<file path="src/design/mtsu_pkg.sv">
// ----------------------------------------------------------------------------
// mtsu_pkg
// Shared codes, register indexes, the config type and the beat type of the mosaic unpacker.
// ----------------------------------------------------------------------------
package mtsu_pkg;

    // operation codes carried with each input beat
    localparam logic [1:0] FUNC_WRITE = 2'd0;
    localparam logic [1:0] FUNC_ADD   = 2'd1;
    localparam logic [1:0] FUNC_READ  = 2'd2;

    // configuration register indexes (byte address = 4 * index)
    localparam logic [1:0] REG_READ_RES  = 2'd0;
    localparam logic [1:0] REG_PHASE_RES = 2'd1;
    localparam logic [1:0] REG_SLICE_CNT = 2'd2;
    localparam logic [1:0] REG_TILES     = 2'd3;

    localparam int PADDR_W = 4;
    localparam int PDATA_W = 32;
    localparam int IDX_W   = 18;
    localparam int PIX_W   = 16;
    localparam int COUNT_W = 20;
    localparam int SCNT_W  = 9;

    localparam logic [COUNT_W-1:0] COUNT_MAX = '1;

    localparam logic [9:0] RST_READ_RES  = 10'd64;
    localparam logic [9:0] RST_PHASE_RES = 10'd64;
    localparam logic [8:0] RST_SLICE_CNT = 9'd1;
    localparam logic [4:0] RST_TILES     = 5'd1;

    typedef struct packed {
        logic [9:0] read_resolution;
        logic [9:0] phase_resolution;
        logic [8:0] slice_count;
        logic [4:0] tiles_per_side;
    } t_cfg;

    // one beat handed from the address pipeline to the store stage
    typedef struct packed {
        logic [1:0]              func;
        logic signed [PIX_W-1:0] pixel;
        logic                    ok;
        logic                    status;
        logic [IDX_W-1:0]        dest_index;
    } t_req;

endpackage

</file>
<file path="src/design/mtsu_addr.sv">
// ----------------------------------------------------------------------------
// mtsu_addr
// Tile counters and a three-stage pipeline that turns a mosaic position into
// a voxel address, plus the mosaic size check at the last pixel.
// ----------------------------------------------------------------------------
module mtsu_addr #(
    parameter int STORE_DEPTH        = 262144,
    parameter int MAX_RESOLUTION     = 512,
    parameter int MAX_TILES_PER_SIDE = 16,
    localparam int AW = $clog2(STORE_DEPTH)
) (
    input  logic                              i_clk,
    input  logic                              i_rst_n,
    input  mtsu_pkg::t_cfg                    i_cfg,
    input  logic                              i_valid,
    output logic                              o_ready,
    input  logic [1:0]                        i_func,
    input  logic signed [mtsu_pkg::PIX_W-1:0] i_pixel,
    input  logic                              i_last_pixel,
    input  logic [mtsu_pkg::IDX_W-1:0]        i_voxel_index,
    output logic                              o_valid,
    input  logic                              i_ready,
    output mtsu_pkg::t_req                    o_req,
    output logic [AW-1:0]                     o_addr
);

    localparam int RW   = $clog2(MAX_RESOLUTION + 1);
    localparam int CW   = $clog2(MAX_RESOLUTION);
    localparam int TCW  = $clog2(MAX_TILES_PER_SIDE + 1);
    localparam int SW   = 2 * TCW;
    localparam int TW   = SW + RW;
    localparam int AFW  = TW + RW;
    localparam int WA   = (AFW > AW + 1) ? AFW : AW + 1;
    localparam int WW   = (WA > mtsu_pkg::IDX_W) ? WA : mtsu_pkg::IDX_W;
    localparam int CMPW = (AFW > mtsu_pkg::COUNT_W) ? AFW : mtsu_pkg::COUNT_W;
    localparam int SCW  = (SW > mtsu_pkg::SCNT_W) ? SW : mtsu_pkg::SCNT_W;
    localparam int PW   = mtsu_pkg::PIX_W;
    localparam int XW   = mtsu_pkg::IDX_W;
    localparam int NW   = mtsu_pkg::COUNT_W;

    // clamped geometry
    logic [RW-1:0]  rr;
    logic [RW-1:0]  pr;
    logic [TCW-1:0] tps;

    always_comb begin
        if (i_cfg.read_resolution == '0) begin
            rr = RW'(1);
        end else if (32'(i_cfg.read_resolution) > MAX_RESOLUTION) begin
            rr = RW'(MAX_RESOLUTION);
        end else begin
            rr = RW'(i_cfg.read_resolution);
        end
        if (i_cfg.phase_resolution == '0) begin
            pr = RW'(1);
        end else if (32'(i_cfg.phase_resolution) > MAX_RESOLUTION) begin
            pr = RW'(MAX_RESOLUTION);
        end else begin
            pr = RW'(i_cfg.phase_resolution);
        end
        if (i_cfg.tiles_per_side == '0) begin
            tps = TCW'(1);
        end else if (32'(i_cfg.tiles_per_side) > MAX_TILES_PER_SIDE) begin
            tps = TCW'(MAX_TILES_PER_SIDE);
        end else begin
            tps = TCW'(i_cfg.tiles_per_side);
        end
    end

    // registered products of the geometry, updated after a register write
    logic [SW-1:0]       r_tiles;
    logic [2*RW-1:0]     r_rp;
    logic [AFW-1:0]      r_expect;
    logic                r_sc_bad;

    always_ff @(posedge i_clk) begin
        r_tiles  <= SW'(SW'(tps) * SW'(tps));
        r_rp     <= (2*RW)'((2*RW)'(rr) * (2*RW)'(pr));
        r_expect <= AFW'(AFW'(r_rp) * AFW'(r_tiles));
        r_sc_bad <= SCW'(i_cfg.slice_count) > SCW'(r_tiles);
    end

    // pipeline handshake
    logic r_v1, r_v2, r_v3;
    logic en1, en2, en3;

    assign en3     = !r_v3 || i_ready;
    assign en2     = !r_v2 || en3;
    assign en1     = !r_v1 || en2;
    assign o_ready = en1;
    assign o_valid = r_v3;

    always_ff @(posedge i_clk) begin
        if (!i_rst_n) begin
            r_v1 <= 1'b0;
            r_v2 <= 1'b0;
            r_v3 <= 1'b0;
        end else begin
            if (en1) r_v1 <= i_valid;
            if (en2) r_v2 <= r_v1;
            if (en3) r_v3 <= r_v2;
        end
    end

    // tile counters
    logic [CW-1:0]  r_col, r_row, n_col, n_row;
    logic [TCW-1:0] r_tcol, r_trow, n_tcol, n_trow;
    logic [NW-1:0]  r_cnt, n_cnt, cnt0;
    logic [RW:0]    col_inc, row_inc;
    logic [TCW:0]   tcol_inc;
    logic           col_wrap, row_wrap, tcol_wrap, trow_lt;
    logic           in_pix, acc_pix, in_rng0;
    logic [SW-1:0]  slice0;
    logic [RW-1:0]  flip0;

    assign in_pix    = (i_func == mtsu_pkg::FUNC_WRITE) || (i_func == mtsu_pkg::FUNC_ADD);
    assign acc_pix   = i_valid && en1 && in_pix;
    assign col_inc   = (RW+1)'(r_col) + (RW+1)'(1);
    assign row_inc   = (RW+1)'(r_row) + (RW+1)'(1);
    assign tcol_inc  = (TCW+1)'(r_tcol) + (TCW+1)'(1);
    assign col_wrap  = col_inc >= (RW+1)'(rr);
    assign row_wrap  = row_inc >= (RW+1)'(pr);
    assign tcol_wrap = tcol_inc >= (TCW+1)'(tps);
    assign trow_lt   = r_trow < tps;
    assign cnt0      = (r_cnt == mtsu_pkg::COUNT_MAX) ? r_cnt : r_cnt + NW'(1);
    assign in_rng0   = (RW'(r_col) < rr) && (RW'(r_row) < pr) && (r_tcol < tps) && trow_lt;
    assign slice0    = SW'(SW'(r_trow) * SW'(tps) + SW'(r_tcol));
    // rows inside a tile run bottom-up along the phase direction
    assign flip0     = pr - RW'(1) - RW'(r_row);

    always_comb begin
        n_col  = r_col;
        n_row  = r_row;
        n_tcol = r_tcol;
        n_trow = r_trow;
        n_cnt  = r_cnt;
        if (acc_pix) begin
            n_cnt = cnt0;
            n_col = col_wrap ? '0 : CW'(col_inc);
            if (col_wrap) begin
                n_tcol = tcol_wrap ? '0 : TCW'(tcol_inc);
                if (tcol_wrap) begin
                    n_row = row_wrap ? '0 : CW'(row_inc);
                    if (row_wrap && trow_lt) n_trow = r_trow + TCW'(1);
                end
            end
            if (i_last_pixel) begin
                n_col  = '0;
                n_row  = '0;
                n_tcol = '0;
                n_trow = '0;
                n_cnt  = '0;
            end
        end
    end

    always_ff @(posedge i_clk) begin
        if (!i_rst_n) begin
            r_col  <= '0;
            r_row  <= '0;
            r_tcol <= '0;
            r_trow <= '0;
            r_cnt  <= '0;
        end else begin
            r_col  <= n_col;
            r_row  <= n_row;
            r_tcol <= n_tcol;
            r_trow <= n_trow;
            r_cnt  <= n_cnt;
        end
    end

    // stage 1: slice and flipped row; stage 2: slice times rows plus flipped row
    logic [1:0]    r_func1, r_func2, r_func3;
    logic [PW-1:0] r_pix1, r_pix2, r_pix3;
    logic          r_last1, r_last2, r_last3;
    logic [XW-1:0] r_vidx1, r_vidx2, r_vidx3;
    logic [NW-1:0] r_cnt1, r_cnt2, r_cnt3;
    logic [SW-1:0] r_slice1;
    logic [RW-1:0] r_flip1;
    logic [CW-1:0] r_col1, r_col2;
    logic          r_inr1, r_sok2, r_sok3;
    logic [TW-1:0] r_t2;
    logic [AFW-1:0] r_addr3;

    always_ff @(posedge i_clk) begin
        if (en1) begin
            r_func1  <= i_func;
            r_pix1   <= i_pixel;
            r_last1  <= i_last_pixel;
            r_vidx1  <= i_voxel_index;
            r_cnt1   <= cnt0;
            r_slice1 <= slice0;
            r_flip1  <= flip0;
            r_col1   <= r_col;
            r_inr1   <= in_rng0;
        end
        if (en2) begin
            r_func2 <= r_func1;
            r_pix2  <= r_pix1;
            r_last2 <= r_last1;
            r_vidx2 <= r_vidx1;
            r_cnt2  <= r_cnt1;
            r_col2  <= r_col1;
            r_t2    <= TW'(TW'(r_slice1) * TW'(pr) + TW'(r_flip1));
            r_sok2  <= r_inr1 && (SCW'(r_slice1) < SCW'(i_cfg.slice_count));
        end
        if (en3) begin
            r_func3 <= r_func2;
            r_pix3  <= r_pix2;
            r_last3 <= r_last2;
            r_vidx3 <= r_vidx2;
            r_cnt3  <= r_cnt2;
            r_sok3  <= r_sok2;
            r_addr3 <= AFW'(AFW'(r_t2) * AFW'(rr) + AFW'(r_col2));
        end
    end

    // stage 3: range checks and status
    logic [WW-1:0] addr_w, vidx_w, depth_w;
    logic          pix3, rd3, pix_ok, rd_ok;

    assign addr_w  = WW'(r_addr3);
    assign vidx_w  = WW'(r_vidx3);
    assign depth_w = WW'(STORE_DEPTH);
    assign pix3    = (r_func3 == mtsu_pkg::FUNC_WRITE) || (r_func3 == mtsu_pkg::FUNC_ADD);
    assign rd3     = r_func3 == mtsu_pkg::FUNC_READ;
    assign pix_ok  = r_sok3 && (addr_w < depth_w);
    assign rd_ok   = vidx_w < depth_w;

    always_comb begin
        o_req.func   = r_func3;
        o_req.pixel  = r_pix3;
        o_req.ok     = (pix3 && pix_ok) || (rd3 && rd_ok);
        o_req.status = pix3 && r_last3 &&
                       ((CMPW'(r_cnt3) != CMPW'(r_expect)) || r_sc_bad);
        if (pix3 && pix_ok) begin
            o_req.dest_index = addr_w[XW-1:0];
        end else if (rd3) begin
            o_req.dest_index = r_vidx3;
        end else begin
            o_req.dest_index = '0;
        end
        o_addr = rd3 ? vidx_w[AW-1:0] : addr_w[AW-1:0];
    end

endmodule

</file>
<file path="config.mk">
export PLATFORM = sky130hd
export DESIGN_NAME = mtsu_addr
export DESIGN_NICKNAME = d
export VERILOG_FILES = /design/src/design/mtsu_pkg.sv /design/src/design/mtsu_addr.sv
export SDC_FILE = /design/constraint.sdc
export NUM_CORES = 2
export LEC_CHECK = 0
export ABC_AREA = 1
export CORE_UTILIZATION = 51
export CTS_CLUSTER_SIZE = 24
export DETAILED_ROUTE_END_ITERATION = 12
export DONT_BUFFER_PORTS = 1
export PLACE_DENSITY = 0.66
export SLEW_MARGIN = 20
export SYNTH_ARGS = -nofsm -noshare
export SYNTH_HDL_FRONTEND = slang
export SYNTH_SLANG_ARGS = --single-unit
</file>
<file path="constraint.sdc">
create_clock -name i_clk -period 7.4 [get_ports i_clk]
set_input_delay 1.48 -clock i_clk [delete_from_list [all_inputs] [get_ports i_clk]]
set_output_delay 1.48 -clock i_clk [all_outputs]
set_load 0.05 [all_outputs]
</file>
**Word level (Yosys, flattened, before mapping)**

Cells that the tools add are included.

- $add $sub $neg: 10
- Multiply operators: 6
- Magnitude comparators: 14
- Equal/unequal tests: 5
- Mux-type cells: 24
- Reductions and logical operators: 33

Operators by type and width:

| cell | number |
|---|---|
| 20-bit by 10-bit multiplier with 30-bit output | 2 |
| 18-bit 2-to-1 mux | 3 |
| 9-bit 2-to-1 mux | 6 |
| 5-bit 2-to-1 mux | 9 |
| 10-bit by 10-bit multiplier with 20-bit output | 2 |
| 10-bit 2-to-1 mux | 4 |
| 20-bit 2-to-1 mux | 2 |
| 30-bit by 9-bit adder with 30-bit output | 1 |
| 30-bit by 19-bit less-than comparator with 1-bit output (second input constant) | 1 |
| 20-bit by 30-bit != test with 1-bit output | 1 |
| 20-bit by 1-bit adder with 20-bit output (second input constant) | 1 |
| 20-bit by 10-bit adder with 20-bit output | 1 |
| 9-bit by 1-bit adder with 10-bit output (second input constant) | 2 |
| 20-bit == test (second input constant) | 1 |
| 10-bit greater-or-equal comparator | 2 |
| 10-bit greater-than comparator (second input constant) | 2 |
| 10-bit zero test | 2 |
| 9-bit by 10-bit less-than comparator with 1-bit output | 2 |
| 5-bit by 5-bit multiplier with 10-bit output | 2 |
| 18-bit by 19-bit less-than comparator with 1-bit output (second input constant) | 1 |
| 1-bit logical AND | 12 |
| 10-bit by 5-bit adder with 10-bit output | 1 |
| 9-bit by 10-bit greater-than comparator with 1-bit output | 1 |
| 10-bit by 9-bit less-than comparator with 1-bit output | 1 |
| 17 further kinds | 30 |

- Register bits: 374
- Input bits: 75
- Output and inout port bits: 58
- Word-level logic and storage cells: 128

**Depth between registers and ports, before layout**

- Depth in word-level cells: 9
- Mapped depth: 29
- Gate-level depth less buffers: 28

**Least setup slack after synthesis**

OpenSTA, ideal clock, no wires.

- Path type: input -> register
- Start point: input i_cfg[26] in the netlist's numbering
- End point: register r_addr3[28], in the netlist addr_w[28] (data pin)
- Setup time: 0.252 ns
- Arrival: 6.218 ns
- Data required time: 7.148 ns
- Slack: 0.930 ns
- Stages on the path: 24
- Path buffers: 1
- Cells stage by stage: nor4_1 nor3b_2 a21oi_1 clkinv_2 nand2_1 inv_2 buf_4 nand2_1 fa_1 inv_1 fa_1 inv_1 fa_1 fa_1 fa_1 inv_1 ha_1 nand2_1 nor2_1 nand4_1 o211ai_2 nand3_1 nand3_1 nand2_1

- Longest elaborated chain between the ends: 5
- Elaborated cells on any way between the ends: 6
- Those cells by class: add/sub (1); mul (1); order compare (1); mux (2); reduce/logical (1)

Ends and longest elaborated chain:

| element | RTL line | text |
|---|---|---|
| start: declaration | mtsu_addr.sv:14 | `input mtsu_pkg::t_cfg i_cfg,` |
| 10-bit greater-than comparator | mtsu_addr.sv:49 | `end else if (32'(i_cfg.read_resolution) > MAX_RESOLUTION) begin` |
| 10-bit 2-to-1 mux | mtsu_addr.sv:49 |  |
| 10-bit 2-to-1 mux * | mtsu_addr.sv:47 | `if (i_cfg.read_resolution == '0) begin` |
| 20-bit by 10-bit multiplier with 30-bit output * | mtsu_addr.sv:215 | `r_addr3 <= AFW'(AFW'(r_t2) * AFW'(rr) + AFW'(r_col2));` |
| 30-bit by 9-bit adder with 30-bit output * | mtsu_addr.sv:215 |  |
| end signal: assignment | mtsu_addr.sv:215 |  |
| end: declaration | mtsu_addr.sv:184 | `logic [AFW-1:0] r_addr3;` |

Mark *: on every way between the ends. The rest lies on a longest branch, timed or not.
A chain may end at the register's enable or synchronous reset.

**Final worst setup path**

Same ends and word-level chain as after synthesis.

==> impl_results.md <==
- Status: complete, no violations
- Vias: 26000
- # resized after CTS: 0
- Mux share of post-synthesis cell area: 0%
- Worst skew pair latency: 0.59 ns
- DPL Wire Length: 66500 µm
- Die Ht: 268 µm
- Area Growth Syn to Fin: 6.47%
- Routed WL per cell: 16.8 µm
- Die footprint: 72000 µm²
- Final Hold Fails: 0
- Crit share post-route: 89.0%
- Fmax: 0.152 GHz
- CP dominant cell by count: fa_1
- Reg2reg setup slack: 1.99 ns
- Leak Pwr: 20.0 nW
- Yosys warns: 0
- Synth Area in Adders: 36.9%
- # port buffers: 0
- Data required, critical path: 7.71 ns
- Sw Pwr: 0.00498 W
- Hold Crit Class: flip-flop to flip-flop
- Sw Ratio: 45.6%
- First-pass GRT wire length: 138000 µm
- Via density per instance: 5.21
- Worst Path Arrival: 6.90 ns
- Setup Skew: 0.0435 ns
- Slew @ Worst Pin: 1.15 ns
- Synth Area in XOR/XNOR: 3.61%
- Initial antenna violation count: 0
- Io pins: 133
- Critical path's slowest cell: fa_1
- WL final: 84200 µm
- CTS H-tree depth: 2
- DRC: 0
- Max-cap violations: 0
- Num CTS Buffers: 41
- Core Footprint: 70100 µm²
- Cell area after placement: 37100 µm²
- Max-slew headroom: 22.9%
- Nets: 4916
- Min Tclk post-route: 6.59 ns
- Die width: 268 µm
- Crit Path Max Fanout: 23
- Endpoints failing setup: 0
- CTS Hold Bufs: 0
- CTS Sinks: 373
- Initial Util: 51.6%
- Sequential Area: 10100 µm²
- Fillers: 6470
- Compound-Gate Fraction of Synth Area: 5.32%
- Antenna diode count: 0
- Tot Pwr: 0.0109 W
- Post-Syn Instances: 4056
- Register area share after synthesis: 27.9%
- Multi-input logic area: 22400 µm²
- Tot GR Track Use: 24.4%
- Design area: 38500 µm²
- Largest net degree at the start of global routing: 66
- Sum of negative setup slack: 0 ns
- Internal power: 0.00595 W
- Bufs on Longest Clock Path: 3
- Setup crit start kind: input pin
- Main combinational cell family by area after synthesis: adder cells
- Crit path buf inv count: 5
- Synthesized flop and latch total: 373
- DRT iter0 DRCs: 1652
- Clk slew on worst S/H paths: 0.06 ns
- CTS root buf: clkbuf_16
- Final Max Tran Viols: 0
- Cell family with most CP delay: adder cells
- TritonCTS clock tree: built
- Vias in the first global route: 26700
- Final ANT Viol Nets: 0
- Core Rows: 97
- Synth Area in Simple Gates: 15.9%
- Drt pass-1 iters: 7
- CP Cell Sequence: nor4_1, nor3b_2, a21oi_1, clkinv_2, nand2_4, inv_2, nand2_1, fa_1, inv_1, fa_1, inv_1, fa_1, fa_1, fa_1, inv_1, ha_1, nand2_1, nor2_1, nand4_1, o211ai_2, nand3_1, nand3_1, nand2_1
- CP endpoint kind: flip-flop
- Gpl congestion: 0.888
- RSZ-0062 raised after global routing: false
- Comb power frac: 53.7%
- Peak supply drop: 320 µV
- Syn avg cell area: 8.92 µm²
- Cell area after synthesis: 36200 µm²
- Post CTS Setup Buffer Count: 0
- Layout cells sized above 1: 3.92%
- Worst path max stage delay: 0.54 ns
- Pwr per Cell Area: 284 nW/µm²
- Flop pwr share: 27.1%
- Grt total ovfl: 0
- Clk pwr share: 19.2%
- Worst Setup Path Type: input pin to flip-flop
- Yosys cell types: 56
kinds of logic (layout without fill, tap and decap cells):
kind of cell | after synthesis | in the layout
AOI/OAI and AO/OA | 342 | 342
xor gates and xnor gates | 149 | 149
adders and majority gates | 812 | 812
buffers and inverters | 965 | 966
DFF | 373 | 373
other | 1 | 5
and+or+nand+nor | 1414 | 1414
power by group through the flow:
stage                     registers, W  logic [W]  clock network, W
after CTS                      0.00297    0.00596           0.00216
after global routing           0.00300    0.00676           0.00224
after global placement         0.00301    0.00588                 0
after floorplan                0.00278    0.00456                 0
final                          0.00297    0.00587           0.00210
after detailed placement       0.00301    0.00591                 0
area by class of cell:
class	instances	share of cell area, %
Clock inverter	26	0.838
Clock buffer	49	2.77
Tap cell	940	3.05
Multi-Input combinational cell	2722	58.1
Inverter	858	8.38
Sequential cell	373	26.2
Timing Repair Buffer	33	0.643
sequential cells by signal (all words and copies together) (netlist names), 18 cells and up:
signal / count
r_vidx2: 18
r_cnt1: 20
r_expect: 30
r_cnt: 20
r_vidx3: 18
r_t2: 20
addr_w: 30
r_vidx1: 18
r_cnt3: 20
r_rp: 20
r_cnt2: 20
through the flow:
step | instances | util [%] | hold WS [ns] | setup WS [ns]
final | 5001 | 54.9 | 0.397 | 0.813
after global routing | 5001 | 54.9 | 0.387 | 0.498
after CTS | 5001 | 54.9 | 0.387 | 0.874
after detailed placement | 4926 | 52.9 | 0.405 | 0.295
after global placement | 4926 | 52.9 | 0.400 | 0.386
after floorplan | 4060 | - | 0.400 | 0.930
layout by cell type, fill, tap and decap left out, types with 4 or more instances in the layout:
master	n
nor3_1	32
nand2_4	8
xnor2_1	57
nand3_1	100
clkbuf_16	41
a21oi_1	164
buf_4	33
o21ai_0	57
edfxtp_1	262
nand4_1	34
nor4_1	7
o21a_1	5
clkinv_2	10
nor2_1	361
conb_1	5
nand2_1	839
inv_2	13
fa_1	426
o21ai_2	6
inv_1	840
nor2_2	5
a21o_1	19
clkinv_1	4
a211oi_1	10
xor2_1	92
dfxtp_1	111
o2111ai_1	4
clkbuf_1	7
nor2_4	4
nand2_2	12
o211ai_1	5
o21bai_1	9
o21ai_1	43
a31oi_1	8
bufinv_16	5
ha_1	386
synth_stat cells (all sizes together):
master	n	area share, %
nor4	7	0.12
o2111ai	4	0.097
nand4	34	0.59
nand3	103	1.5
nand2	859	9.1
buf	53	0.80
dfxtp	111	6.1
inv	855	8.9
a21o	19	0.39
conb	1	0.010
o21a	5	0.10
or2	1	0.017
o311ai	1	0.024
xnor2	57	1.4
and3	2	0.035
clkinv	3	0.035
nor3	34	0.50
a21boi	3	0.062
o41ai	1	0.024
nand3b	2	0.041
nor2	370	4.0
and3b	1	0.024
fa	426	24
a2111oi	1	0.024
o31ai	4	0.097
a31oi	8	0.14
a21oi	165	2.3
clkbuf	54	0.59
o21ai	106	1.5
nor3b	1	0.035
ha	386	13
xor2	92	2.2
a211oi	10	0.21
edfxtp	262	22
o21bai	9	0.19
o211ai	6	0.14
metal layers:
| layer | share of wire, % | vias up | track usage [%] |
|---|---|---|---|
| met5 | 0 | - | 0 |
| met4 | 2.1 | 0 | 6.32 |
| met3 | 5.0 | 123 | 2.96 |
| met2 | 48 | 628 | 40.7 |
| met1 | 45 | 12800 | 33.6 |
| li1 | - | 12500 | - |
final timing paths:
check | start | to | cells past startpoint
min reg2reg | r_col1[6] | r_col2[6] | 0
max | i_cfg[26] | addr_w[28] | 23
min | r_col1[6] | r_col2[6] | 0
max reg2reg | r_t2[5] | addr_w[28] | 19
Note: power is estimated with default switching activity, not from simulation.
