**src/design/mtsu_pkg.sv**
```systemverilog
// ----------------------------------------------------------------------------
// mtsu_pkg
// Shared codes, register indexes, the config type and the beat type of the mosaic unpacker.
// ----------------------------------------------------------------------------
package mtsu_pkg;

    // operation codes carried with each input beat
    localparam logic [1:0] FUNC_WRITE = 2'd0;
    localparam logic [1:0] FUNC_ADD   = 2'd1;
    localparam logic [1:0] FUNC_READ  = 2'd2;

    // configuration register indexes (byte address = 4 * index)
    localparam logic [1:0] REG_READ_RES  = 2'd0;
    localparam logic [1:0] REG_PHASE_RES = 2'd1;
    localparam logic [1:0] REG_SLICE_CNT = 2'd2;
    localparam logic [1:0] REG_TILES     = 2'd3;

    localparam int PADDR_W = 4;
    localparam int PDATA_W = 32;
    localparam int IDX_W   = 18;
    localparam int PIX_W   = 16;
    localparam int COUNT_W = 20;
    localparam int SCNT_W  = 9;

    localparam logic [COUNT_W-1:0] COUNT_MAX = '1;

    localparam logic [9:0] RST_READ_RES  = 10'd64;
    localparam logic [9:0] RST_PHASE_RES = 10'd64;
    localparam logic [8:0] RST_SLICE_CNT = 9'd1;
    localparam logic [4:0] RST_TILES     = 5'd1;

    typedef struct packed {
        logic [9:0] read_resolution;
        logic [9:0] phase_resolution;
        logic [8:0] slice_count;
        logic [4:0] tiles_per_side;
    } t_cfg;

    // one beat handed from the address pipeline to the store stage
    typedef struct packed {
        logic [1:0]              func;
        logic signed [PIX_W-1:0] pixel;
        logic                    ok;
        logic                    status;
        logic [IDX_W-1:0]        dest_index;
    } t_req;

endpackage

```
**src/design/mtsu_cfg.sv**
```systemverilog
// ----------------------------------------------------------------------------
// mtsu_cfg
// APB register file holding the four geometry registers.
// ----------------------------------------------------------------------------
module mtsu_cfg (
    input  logic                          i_clk,
    input  logic                          i_rst_n,
    input  logic                          psel,
    input  logic                          penable,
    input  logic                          pwrite,
    input  logic [mtsu_pkg::PADDR_W-1:0]  paddr,
    input  logic [mtsu_pkg::PDATA_W-1:0]  pwdata,
    output logic [mtsu_pkg::PDATA_W-1:0]  prdata,
    output logic                          pready,
    output mtsu_pkg::t_cfg                o_cfg
);

    mtsu_pkg::t_cfg r_cfg;
    mtsu_pkg::t_cfg n_cfg;
    logic           wr_en;

    assign pready = 1'b1;
    assign wr_en  = psel && penable && pwrite;
    assign o_cfg  = r_cfg;

    always_comb begin
        n_cfg = r_cfg;
        if (wr_en) begin
            case (paddr[3:2])
                mtsu_pkg::REG_READ_RES:  n_cfg.read_resolution  = pwdata[9:0];
                mtsu_pkg::REG_PHASE_RES: n_cfg.phase_resolution = pwdata[9:0];
                mtsu_pkg::REG_SLICE_CNT: n_cfg.slice_count      = pwdata[8:0];
                mtsu_pkg::REG_TILES:     n_cfg.tiles_per_side   = pwdata[4:0];
                default:                 n_cfg = r_cfg;
            endcase
        end
    end

    always_ff @(posedge i_clk) begin
        if (!i_rst_n) begin
            r_cfg.read_resolution  <= mtsu_pkg::RST_READ_RES;
            r_cfg.phase_resolution <= mtsu_pkg::RST_PHASE_RES;
            r_cfg.slice_count      <= mtsu_pkg::RST_SLICE_CNT;
            r_cfg.tiles_per_side   <= mtsu_pkg::RST_TILES;
        end else begin
            r_cfg <= n_cfg;
        end
    end

    always_comb begin
        case (paddr[3:2])
            mtsu_pkg::REG_READ_RES:  prdata = mtsu_pkg::PDATA_W'(r_cfg.read_resolution);
            mtsu_pkg::REG_PHASE_RES: prdata = mtsu_pkg::PDATA_W'(r_cfg.phase_resolution);
            mtsu_pkg::REG_SLICE_CNT: prdata = mtsu_pkg::PDATA_W'(r_cfg.slice_count);
            mtsu_pkg::REG_TILES:     prdata = mtsu_pkg::PDATA_W'(r_cfg.tiles_per_side);
            default:                 prdata = '0;
        endcase
    end

endmodule

```
**config.mk**
```make
export PLATFORM = sky130hd
export DESIGN_NAME = mtsu_cfg
export DESIGN_NICKNAME = d
export VERILOG_FILES = /design/src/design/mtsu_pkg.sv /design/src/design/mtsu_cfg.sv
export SDC_FILE = /design/constraint.sdc
export NUM_CORES = 1
export LEC_CHECK = 0
export ABC_AREA = 1
export BUFFER_PORTS_ARGS = -buffer_cell sky130_fd_sc_hd__buf_2
export CORE_ASPECT_RATIO = 1.4
export CORE_UTILIZATION = 35
export DETAILED_ROUTE_END_ITERATION = 7
export PLACE_DENSITY = 0.66
export SYNTH_ARGS = -nofsm -noshare
export SYNTH_HDL_FRONTEND = slang
export SYNTH_SLANG_ARGS = --single-unit
export TNS_END_PERCENT = 50
```
**constraint.sdc**
```tcl
create_clock -name i_clk -period 0.8 [get_ports i_clk]
set_input_delay 0.12 -clock i_clk [delete_from_list [all_inputs] [get_ports i_clk]]
set_output_delay 0.12 -clock i_clk [all_outputs]
set_load 0.01 [all_outputs]
```
## Word level (Yosys, flattened, before mapping)

Cells that the tools add are included.

- Equal/unequal tests: 3
- Multiplexer cells: 1
- Reduce and logical (&&, ||, !) cells: 7

Operator list:

| operator | count |
|---|---|
| one-hot mux 32 bit (4 select lines) | 1 |
| AND reduction 2 bit | 4 |
| equality test 2 bit, second input constant | 2 |
| equality test 2 x 1 -> 1 bit, second input constant | 1 |
| logical AND 1 bit | 2 |
| zero test 2 bit | 1 |

- Register bits after elaboration: 34
- Output and inout port bits: 67

## Depth between registers and ports, before layout

Gate-level depths: netlist of the first run.

- Word-level depth: 3
- Gate-level depth with buffers: 6
- Depth with buffers taken out: 5

## Worst setup path before layout of the first run

No wires, ideal clock.

- Path kind: input -> output
- Start point: input port paddr[3] (netlist bit)
- End point: output port prdata[9] (netlist bit)
- Data arrival time: 0.749 ns
- Data required time: 0.680 ns
- Path slack: -0.069 ns
- Cell stages on the path: 3
- Buffers on the path: 1
- Cells stage by stage: nor2_2 -> buf_4 -> a22o_1

- Longest elaborated chain between the ends: 2

Ends and longest elaborated chain:

| element | line | text |
|---|---|---|
| start: declaration | mtsu_cfg.sv:11 | `input logic [mtsu_pkg::PADDR_W-1:0] paddr,` |
| equality test 2 bit (tied with other cells) | mtsu_cfg.sv:51 | `case (paddr[3:2])` |
| one-hot mux 32 bit (4 select lines) (*) | mtsu_cfg.sv:51 |  |
| end: declaration | mtsu_cfg.sv:13 | `output logic [mtsu_pkg::PDATA_W-1:0] prdata,` |

Mark *: on every way between the ends. The rest lies on a longest branch, timed or not. The select of a mux whose other input is x is not followed.

## Final worst setup path of the first run

- Start point: register r_cfg, in the netlist o_cfg[33]
- End point: output port prdata[9] (netlist bit)

- Longest elaborated chain between the ends: 1

Ends and longest elaborated chain:

| element | line | text |
|---|---|---|
| start: declaration | mtsu_cfg.sv:18 | `mtsu_pkg::t_cfg r_cfg;` |
| start signal: assignment | mtsu_cfg.sv:46 | `r_cfg <= n_cfg;` |
| one-hot mux 32 bit (4 select lines) | mtsu_cfg.sv:51 |  |

Every way passes these cells. The select of a mux whose other input is x is not followed.

==> results of run 1 <==
-- cell usage after synthesis --
master	n	area [µm²]
buf_2	5	25.0
inv_1	11	41.3
buf_6	2	22.5
dfxtp_1	34	681
conb_1	2	7.51
nor2_1	62	233
nand3_2	2	20.0
buf_4	24	180
o21ai_0	4	20.0
clkinv_1	1	3.75
nor2_2	2	12.5
buf_1	2	7.51
nand3_1	37	185
nand2_1	71	267
nand4_1	5	31.3
inv_2	2	7.51
nor2_4	4	45.0
a22o_1	1	8.76
-- cell type report --
cell class                      count  area, µm²
Fill cell                         424       1790
Timing Repair Buffer              110       1140
Multi-Input combinational cell    211        998
Sequential cell                    34        726
Clock buffer                        7       86.3
Tap cell                           64       80.1
Inverter                           14       52.6
Clock inverter                      1       5.00
-- per-layer routing --
| metal | wire [µm] | part of all wire | up-vias | GRT usage |
|---|---|---|---|---|
| li1 | - | - | 1013 | - |
| met1 | 2190 | 0.39 | 929 | 0.216 |
| met2 | 2900 | 0.52 | 82 | 0.380 |
| met3 | 258 | 0.047 | 21 | 0.0395 |
| met4 | 189 | 0.034 | 0 | 0.104 |
| met5 | 0 | 0 | - | 0 |
-- worst max-delay path, stage by stage (launching register included) --
cell     delay, ns
dfxtp_2       0.33
a22o_1        0.20
buf_2         0.13
-- power by group through the flow --
stage / Sequential (mW) / Combinational [mW] / Clock [mW]
6_report: 1.77 / 0.780 / 1.30
5_1_grt: 1.77 / 0.848 / 1.41
4_1_cts: 1.77 / 0.727 / 1.31
3_5_place_dp: 1.80 / 0.575 / 0
3_3_place_gp: 1.80 / 0.571 / 0
2_1_floorplan: 1.81 / 0.388 / 0
-- kinds of logic (layout without fill, tap and decap cells) --
family	count (synthesis)	count (layout)	share of synthesized area
flops	34	34	0.379
compound gates	5	5	0.0160
other cells	2	23	0.00418
simple gates	183	183	0.441
buf+inv	47	132	0.160
-- what timing repair did --
item,in CTS,in global routing
endpoints found under the setup margin,44,54
gates cloned,1,0
pin swaps,21,17
resized for setup,102,33
hold buffers,0,0
buffers inserted,13,17
-- stage by stage --
step / power [mW] / worst slack (ns)
6_report: 3.85 / -0.254
3_5_place_dp: 2.37 / -0.276
5_1_grt: 4.03 / -0.287
2_1_floorplan: 2.20 / 0.0337
4_1_cts: 3.81 / -0.257
3_3_place_gp: 2.37 / -0.276
-- worst min path at each step --
stage	start	endpoint	slack [ns]
floorplan	pwdata[0]	o_cfg[5]	0.25
global placement	pwdata[6]	o_cfg[30]	0.38
detailed placement	pwdata[6]	o_cfg[30]	0.38
CTS	pwdata[6]	o_cfg[30]	0.09
global route	pwdata[6]	o_cfg[30]	0.08
finish	pwdata[6]	o_cfg[30]	0.09
==> impl_metrics.json, run 1 <==
{
  "rrSetupSlack_ns": 0.09,
  "outcome": "finished, violations left",
  "track_usage": 0.204,
  "reg2regPathDepth": 3,
  "finalSetupTns_ns": -6.51,
  "regToRegEndpoint": "o_cfg[22]",
  "combinationalPowerShare": 0.203,
  "coreArea_um2": 4880,
  "cts_tree": "yes",
  "timing.rr.start": "o_cfg[22]",
  "grt_pass1_wl_mm": 8.67,
  "fmax_mhz": 949,
  "drt_iter0_markers": 63,
  "numCtsBuffers": 5,
  "cts-root-buf": "clkbuf_8",
  "seqPwrFrac": 0.460,
  "drv_slew": 0,
  "swShare": 0.272,
  "num-nets-final": 417,
  "final_cells": 441,
  "yosys_register_bits": 34,
  "ir_worst_vdd_uv": 955,
  "cp-start-kind": "flop",
  "ios": 108,
  "routed_wl_mm": 5.54,
  "clockPowerShare": 0.337,
  "cp_max_fo": 2,
  "final_util": 0.634,
  "hold_depth": 3,
  "insertion_delay_ns": 0.28,
  "avgRoutedWirePerCell_um": 12.6,
  "area_growth_pct": 72.0,
  "synth-seq-area-share": 0.379,
  "synth.distinct_cells": 18,
  "drive_above_1_share": 0.496,
  "grt_pass1_vias": 1845,
  "die-area_um2": 5430,
  "critical_path.endpoint_type": "primary output",
  "drc_errors": 0,
  "path_clk_slew_ns": 0.07,
  "diodes": 0,
  "min_period_over_period": 1.32,
  "cp.required_ns": 0.68,
  "final_common_cell": "buf_6",
  "overflow": 0,
  "ys_warn_count": 0,
  "min_path_type": "primary input to flop",
  "rows": 30,
  "critPathLaunch": "o_cfg[33]",
  "internal-power_mw": 2.80,
  "p_leak_nw": 1.47,
  "finalSetupViolations": 49,
  "port_buffers": 60,
  "placed_area_um2": 2270,
  "syn_area_per_cell_um2": 6.63,
  "stdcell_area_um2": 3090,
  "rsz0062_at_grt": "true",
  "drtPass1Iterations": 5,
  "whs_ns": 0.0904,
  "antenna_found_initial": 0,
  "die_x_um": 62.6,
  "netlist_area_um2": 1800,
  "vias": 2045,
  "final_cell_mix": "buf_6, nor2_1, nand2_1, dfxtp_2, nand3_1",
  "finalHoldViolCount": 0,
  "max_cap_violations": 0,
  "hpwl_mm": 3.35,
  "grt_max_degree": 35,
  "start_util": 0.368,
  "worst_setup_path_endpoint": "prdata[9]",
  "power_switching_mw": 1.05,
  "largest_reg_flops": 34,
  "cts_max_path_buffers": 2,
  "critPathKind": "flop to primary output",
  "die_h_um": 86.8,
  "clock_skew_ns": 0,
  "cts_max_level": 2,
  "viasPerCell": 4.64,
  "p_per_area_nw_per_um2": 1240,
  "violations": "setup timing",
  "fin_crit_ns": 1.05,
  "ant_nets": 0,
  "cts_sinks": 34,
  "dp.cells": 403,
  "fin_ws_ns": -0.254,
  "syn_inst": 271,
  "cp_data_arrival_time_ns": 0.93,
  "gp_congestion": 0.800
}
No activity file was read; power rests on OpenSTA's default activity.
==> run 2: changes to the inputs <==
--- a/config.mk
+++ b/config.mk
@@ -7,10 +7,10 @@
 export LEC_CHECK = 0
 export ABC_AREA = 1
 export BUFFER_PORTS_ARGS = -buffer_cell sky130_fd_sc_hd__buf_2
-export CORE_ASPECT_RATIO = 1.4
-export CORE_UTILIZATION = 35
+export CORE_ASPECT_RATIO = 0.9
+export CORE_UTILIZATION = 39
 export DETAILED_ROUTE_END_ITERATION = 7
-export PLACE_DENSITY = 0.66
+export PLACE_DENSITY = 0.72
 export SYNTH_ARGS = -nofsm -noshare
 export SYNTH_HDL_FRONTEND = slang
 export SYNTH_SLANG_ARGS = --single-unit
==> run 2 against run 1 <==
The flow finishes with violations (DRC, setup timing). Via count decreased by 9.7%. Worst hold slack better by 0.00064 ns. Cell count is 5.2% lower. Sequential share of layout area is 2.7 points higher. Critical endpoint unchanged. Combinational power decreased by 14%.
==> impl_metrics.json, run 2 (synthesis results as in run 1) <==
{
  "outcome": "finished, violations left",
  "violations": "DRC, setup timing",
  "rrSetupSlack_ns": 0.04,
  "fin_ws_ns": -0.271,
  "largest_reg_flops": 34,
  "stdcell_area_um2": 2770,
  "drt_iter0_markers": 94,
  "final_cell_mix": "nand2_1, nor2_1, buf_6, nand3_1, dfxtp_2",
  "viasPerCell": 4.42,
  "drive_above_1_share": 0.421,
  "drv_slew": 0,
  "critical_path.endpoint_type": "primary output",
  "rsz0062_at_grt": "true",
  "p_per_area_nw_per_um2": 1310,
  "area_growth_pct": 53.8,
  "coreArea_um2": 4430,
  "ant_nets": 0,
  "crit_chain": "a22o_1 > buf_2",
  "clock_skew_ns": 0,
  "grt-busiest-layer": "met2",
  "die_x_um": 73.6,
  "routed_wl_mm": 4.65,
  "gp_congestion": 0.801,
  "placed_area_um2": 2280,
  "grt_max_degree": 35,
  "ir_worst_vdd_uv": 670,
  "num-nets-final": 397,
  "min_period_over_period": 1.34,
  "met2_usage": 0.335,
  "die-area_um2": 4890,
  "max_cap_violations": 0,
  "cp_max_fo": 2,
  "slowest_delay_ns": 0.33,
  "die_h_um": 66.4,
  "cts_tree": "yes",
  "grt_use_met1": 0.233,
  "final_common_cell": "nand2_1",
  "total_power_mw": 3.62,
  "finalSetupViolations": 44,
  "cp_data_arrival_time_ns": 0.95,
  "hpwl_mm": 3.19,
  "numCtsBuffers": 5,
  "critPathKind": "flop to primary output",
  "antenna_found_initial": 0,
  "diodes": 0,
  "path_clk_slew_ns": 0.07,
  "port_buffers": 60,
  "avgRoutedWirePerCell_um": 11.1,
  "vias": 1847,
  "critPathBufInv": 1,
  "min_path_type": "primary input to flop",
  "cp.required_ns": 0.68,
  "cts_sinks": 34,
  "cts_max_level": 2,
  "grt_pass1_vias": 1572,
  "grt_util_met3": 0.0503,
  "drc_errors": 2,
  "rows": 23,
  "cts-root-buf": "clkbuf_8",
  "overflow": 0,
  "track_usage": 0.193,
  "drtPass1Iterations": 8,
  "start_util": 0.406,
  "cts_max_path_buffers": 2,
  "finalSetupTns_ns": -4.76,
  "insertion_delay_ns": 0.28,
  "p_leak_nw": 1.31,
  "fmax_mhz": 934,
  "crit_family": "flip-flops",
  "cpMaxStageDelayCell": "dfxtp_2",
  "fin_crit_ns": 1.07,
  "holdBufCountCts": 0,
  "cp-start-kind": "flop",
  "grt_pass1_wl_mm": 7.20,
  "finalHoldViolCount": 0,
  "final_util": 0.624,
  "ios": 108
}
run 2: cell count changes in the layout (fill, tap and decap cells not counted), sizes merged:
cell,previous run,this run
buf,110,90
clkbuf,7,5
clkinv,2,3
run 2: repair_timing:
item,in CTS,in global routing
pin swaps,4,5
buffers inserted,3,7
endpoints found under the setup margin,44,49
gates resized for setup,75,16
run 2: worst reg2reg max path: cells and delay by family, from the launching register on:
kind,cells,cell delay [ns]
DFF,1,0.33
buffers and inverters,2,0.24
and+or+nand+nor,2,0.10
run 2: metrics by stage:
stage,instances,setup slack (ns),hold WS [ns]
after global placement,401,-0.278,0.370
final,418,-0.271,0.0911
after detailed placement,401,-0.279,0.377
after global routing,418,-0.305,0.0958
after floorplan,292,0.0337,0.246
after CTS,411,-0.266,0.0868
run 2: worst paths after layout:
kind | startpoint | to | depth (start not counted)
max | o_cfg[33] | prdata[9] | 2
min | pwdata[6] | o_cfg[20] | 3
max reg2reg | o_cfg[33] | o_cfg[33] | 4
min reg2reg | o_cfg[23] | o_cfg[23] | 2
run 2: cell type report:
| type | instances | area [µm²] |
|---|---|---|
| clock buffer | 5 | 68.8 |
| multi-input combinational | 211 | 946 |
| clock inverter | 2 | 10.0 |
| tap | 62 | 77.6 |
| timing repair buffer | 90 | 887 |
| inverter | 14 | 52.6 |
| fill | 410 | 1670 |
| sequential | 34 | 723 |
run 2: where the power goes:
part / internal (mW) / switching, mW
Combinational: 0.308 / 0.365
Sequential: 1.74 / 0.0346
Clock: 0.583 / 0.592
run 2: routing by layer:
metal | share of wire | wire, µm
met1 | 0.44 | 2060
met5 | 0 | 0
met3 | 0.048 | 223
met4 | 0.0030 | 14
met2 | 0.51 | 2360
==> run 3: changes to the inputs <==
--- a/config.mk
+++ b/config.mk
@@ -5,12 +5,11 @@
 export SDC_FILE = /design/constraint.sdc
 export NUM_CORES = 1
 export LEC_CHECK = 0
-export ABC_AREA = 1
 export BUFFER_PORTS_ARGS = -buffer_cell sky130_fd_sc_hd__buf_2
 export CORE_ASPECT_RATIO = 0.9
-export CORE_UTILIZATION = 39
+export CORE_UTILIZATION = 38
 export DETAILED_ROUTE_END_ITERATION = 7
-export PLACE_DENSITY = 0.72
+export PLACE_DENSITY = 0.71
 export SYNTH_ARGS = -nofsm -noshare
 export SYNTH_HDL_FRONTEND = slang
 export SYNTH_SLANG_ARGS = --single-unit
==> run 3 against run 2 <==
The run ends with setup timing left. Clock-buffer cell count rose by 2. Sequential power fell by 2%. Synthesized area fell by 2.9%. Register-to-register slack got worse by 0.05 ns. Synthesized cell count fell by 34%. Non-clock buffer count rose by 25. Design area rose by 6.3%. Utilization rose by 4.0 points. Cell count fell by 16%. Global-route usage rose by 0.52 points. Worst hold slack barely moved. Total power fell by 1.9%. Critical endpoint is now prdata[3]. Highest routed layer unchanged.
==> impl_metrics.json, run 3 <==
{
  "vias": 1612,
  "synth_top_family_by_area": "multiplexers",
  "antenna_found_initial": 0,
  "violations": "setup timing",
  "avgRoutedWirePerCell_um": 13.7,
  "largest_reg_flops": 34,
  "synth-seq-area-share": 0.390,
  "insertion_delay_ns": 0.28,
  "cts_tree": "yes",
  "ios": 108,
  "viasPerCell": 4.59,
  "synth_fa_ha_area_frac": 0,
  "crit_chain": "mux4_2 > buf_6",
  "die_x_um": 73.4,
  "netlist_area_um2": 1750,
  "wl_met1_mm": 1.98,
  "p_per_area_nw_per_um2": 1210,
  "stdcell_area_um2": 2940,
  "synth_ff_type": "dfxtp_1",
  "routed_wl_mm": 4.81,
  "numCtsBuffers": 5,
  "route.met2.wl_mm": 2.59,
  "cts_sinks": 34,
  "p_leak_nw": 1.42,
  "final_cells": 351,
  "min_path_type": "primary input to flop",
  "rsz0062_at_grt": "true",
  "critPathBufInv": 1,
  "hpwl_mm": 3.15,
  "cp_data_arrival_time_ns": 1.24,
  "cts_max_level": 2,
  "coreArea_um2": 4430,
  "cp-start-kind": "flop",
  "synth.area.mux_share": 0.287,
  "ys_async_sr_fraction": 0,
  "clockPowerShare": 0.369,
  "swShare": 0.251,
  "cp_max_fo": 2,
  "min_period_over_period": 1.70,
  "cpMaxStageDelayCell": "mux4_2",
  "cp.required_ns": 0.68,
  "slowest_delay_ns": 0.49,
  "ir_worst_vdd_uv": 865,
  "placed_area_um2": 2330,
  "cts_max_path_buffers": 2,
  "outcome": "finished, violations left",
  "clock_skew_ns": 0,
  "yosysTopAreaCell": "dfxtp_1",
  "drive_above_1_share": 0.602,
  "final_util": 0.663,
  "synth_xor_xnor_area_share": 0,
  "drt_iter0_markers": 43,
  "final_cell_mix": "buf_6, nand2_1, mux2i_1, dfxtp_2, conb_1",
  "rows": 23,
  "port_buffers": 60,
  "synth.most_common_cell": "nand2_1",
  "synth.distinct_cells": 23,
  "fin_ws_ns": -0.560,
  "crit_family": "multiplexers",
  "drv_slew": 0,
  "gp_congestion": 0.746,
  "fmax_mhz": 735,
  "synth_top_area_frac": 0.390,
  "yosys_register_bits": 34,
  "overflow": 0,
  "fin_crit_ns": 1.36,
  "synth-edff-count": 0,
  "final_common_cell": "buf_6",
  "drc_errors": 0,
  "ys_warn_count": 0,
  "num-nets-final": 329,
  "top_layer": "met4",
  "synth-simple-area-share": 0.160,
  "track_usage": 0.198,
  "holdBufCountCts": 0,
  "critical_path.endpoint_type": "primary output",
  "grt_max_degree": 26,
  "synth-compound-area-share": 0.0172,
  "seqPwrFrac": 0.488,
  "internal-power_mw": 2.66,
  "drtPass1Iterations": 4,
  "synth_area_leaders": "dfxtp_1, mux2i_1, buf_4",
  "grt_pass1_wl_mm": 7.12,
  "die_h_um": 66.3,
  "syn_area_per_cell_um2": 9.70,
  "max_cap_violations": 0,
  "grt_pass1_vias": 1529,
  "wl_met3_um": 229,
  "total_power_mw": 3.55,
  "syn_inst": 180,
  "ant_nets": 0,
  "dp.cells": 334,
  "diodes": 0,
  "finalSetupViolations": 46,
  "critPathKind": "flop to primary output",
  "power_switching_mw": 0.890,
  "synthTopCellsByCount": "nand2_1, mux2i_1, dfxtp_1",
  "area_growth_pct": 68.5,
  "die-area_um2": 4870,
  "cts-root-buf": "clkbuf_8",
  "path_clk_slew_ns": 0.07,
  "start_util": 0.394,
  "finalHoldViolCount": 0,
  "combinationalPowerShare": 0.143
}
-- run 3: cell count changes in the layout (fill, tap and decap cells not counted), sizes merged, moves of 6 or more --
| cell | previous run | this run |
|---|---|---|
| inv | 13 | 0 |
| buf | 90 | 115 |
| nand2 | 71 | 44 |
| nand3 | 39 | 2 |
| mux2i | 0 | 38 |
| nor2b | 0 | 6 |
| nor2 | 68 | 1 |
-- run 3: stage by stage --
step	setup slack, ns	hold WS, ns	setup TNS [ns]
floorplan	-0.189	0.262	-4.81
global placement	-0.474	0.393	-14.53
detailed placement	-0.477	0.395	-14.85
CTS	-0.569	0.0826	-9.75
global route	-0.606	0.0808	-11.21
finish	-0.560	0.0906	-9.14
-- run 3: final timing paths --
path	from	end	slack (ns)	cells past startpoint
worst max register to register	o_cfg[20]	o_cfg[20]	-0.01	4
worst max-delay path	o_cfg[3]	prdata[3]	-0.56	2
worst min-delay path	pwdata[6]	o_cfg[11]	0.09	3
worst min register to register	o_cfg[12]	o_cfg[12]	0.48	2
-- run 3: kinds of logic (layout without fill, tap and decap cells) --
family,after synthesis,count (layout)
AOI/OAI and AO/OA,6,6
buffers and inverters,35,123
DFF,34,34
muxes,43,43
other,2,23
and+or+nand+nor,60,60
-- run 3: repair_timing --
item | in CTS | in global routing
setup endpoints to repair | 63 | 61
pin swaps | 1 | 1
resized for setup | 78 | 45
buffers inserted | 5 | 10
cloned | 0 | 0
-- run 3: tightest hold or removal path: cells and delay by family --
family                 cells  cell delay, ns
AND/OR/NAND/NOR            1            0.05
buffers and inverters      1            0.11
multiplexers               1            0.05
-- run 3: power by group through the flow --
stage	clock [mW]	combinational, mW	sequential [mW]
finish	1.31	0.507	1.73
global route	1.47	0.550	1.73
global placement	0	0.425	1.76
detailed placement	0	0.427	1.76
floorplan	0	0.324	1.78
CTS	1.34	0.473	1.73
-- run 3: final cells by class --
type                    instances  area (µm²)
multi-input cells             132         928
clock buffers                   7        86.3
fillers                       390        1490
repair buffers                115        1120
flip-flops and latches         34         723
clock inverters                 1        5.00
well taps                      62        77.6
-- run 3: layer usage --
metal | vias up | GRT usage
li1 | 775 | -
met3 | 2 | 0.0564
met1 | 779 | 0.250
met2 | 56 | 0.323
met4 | 0 | 0.0649
met5 | - | 0
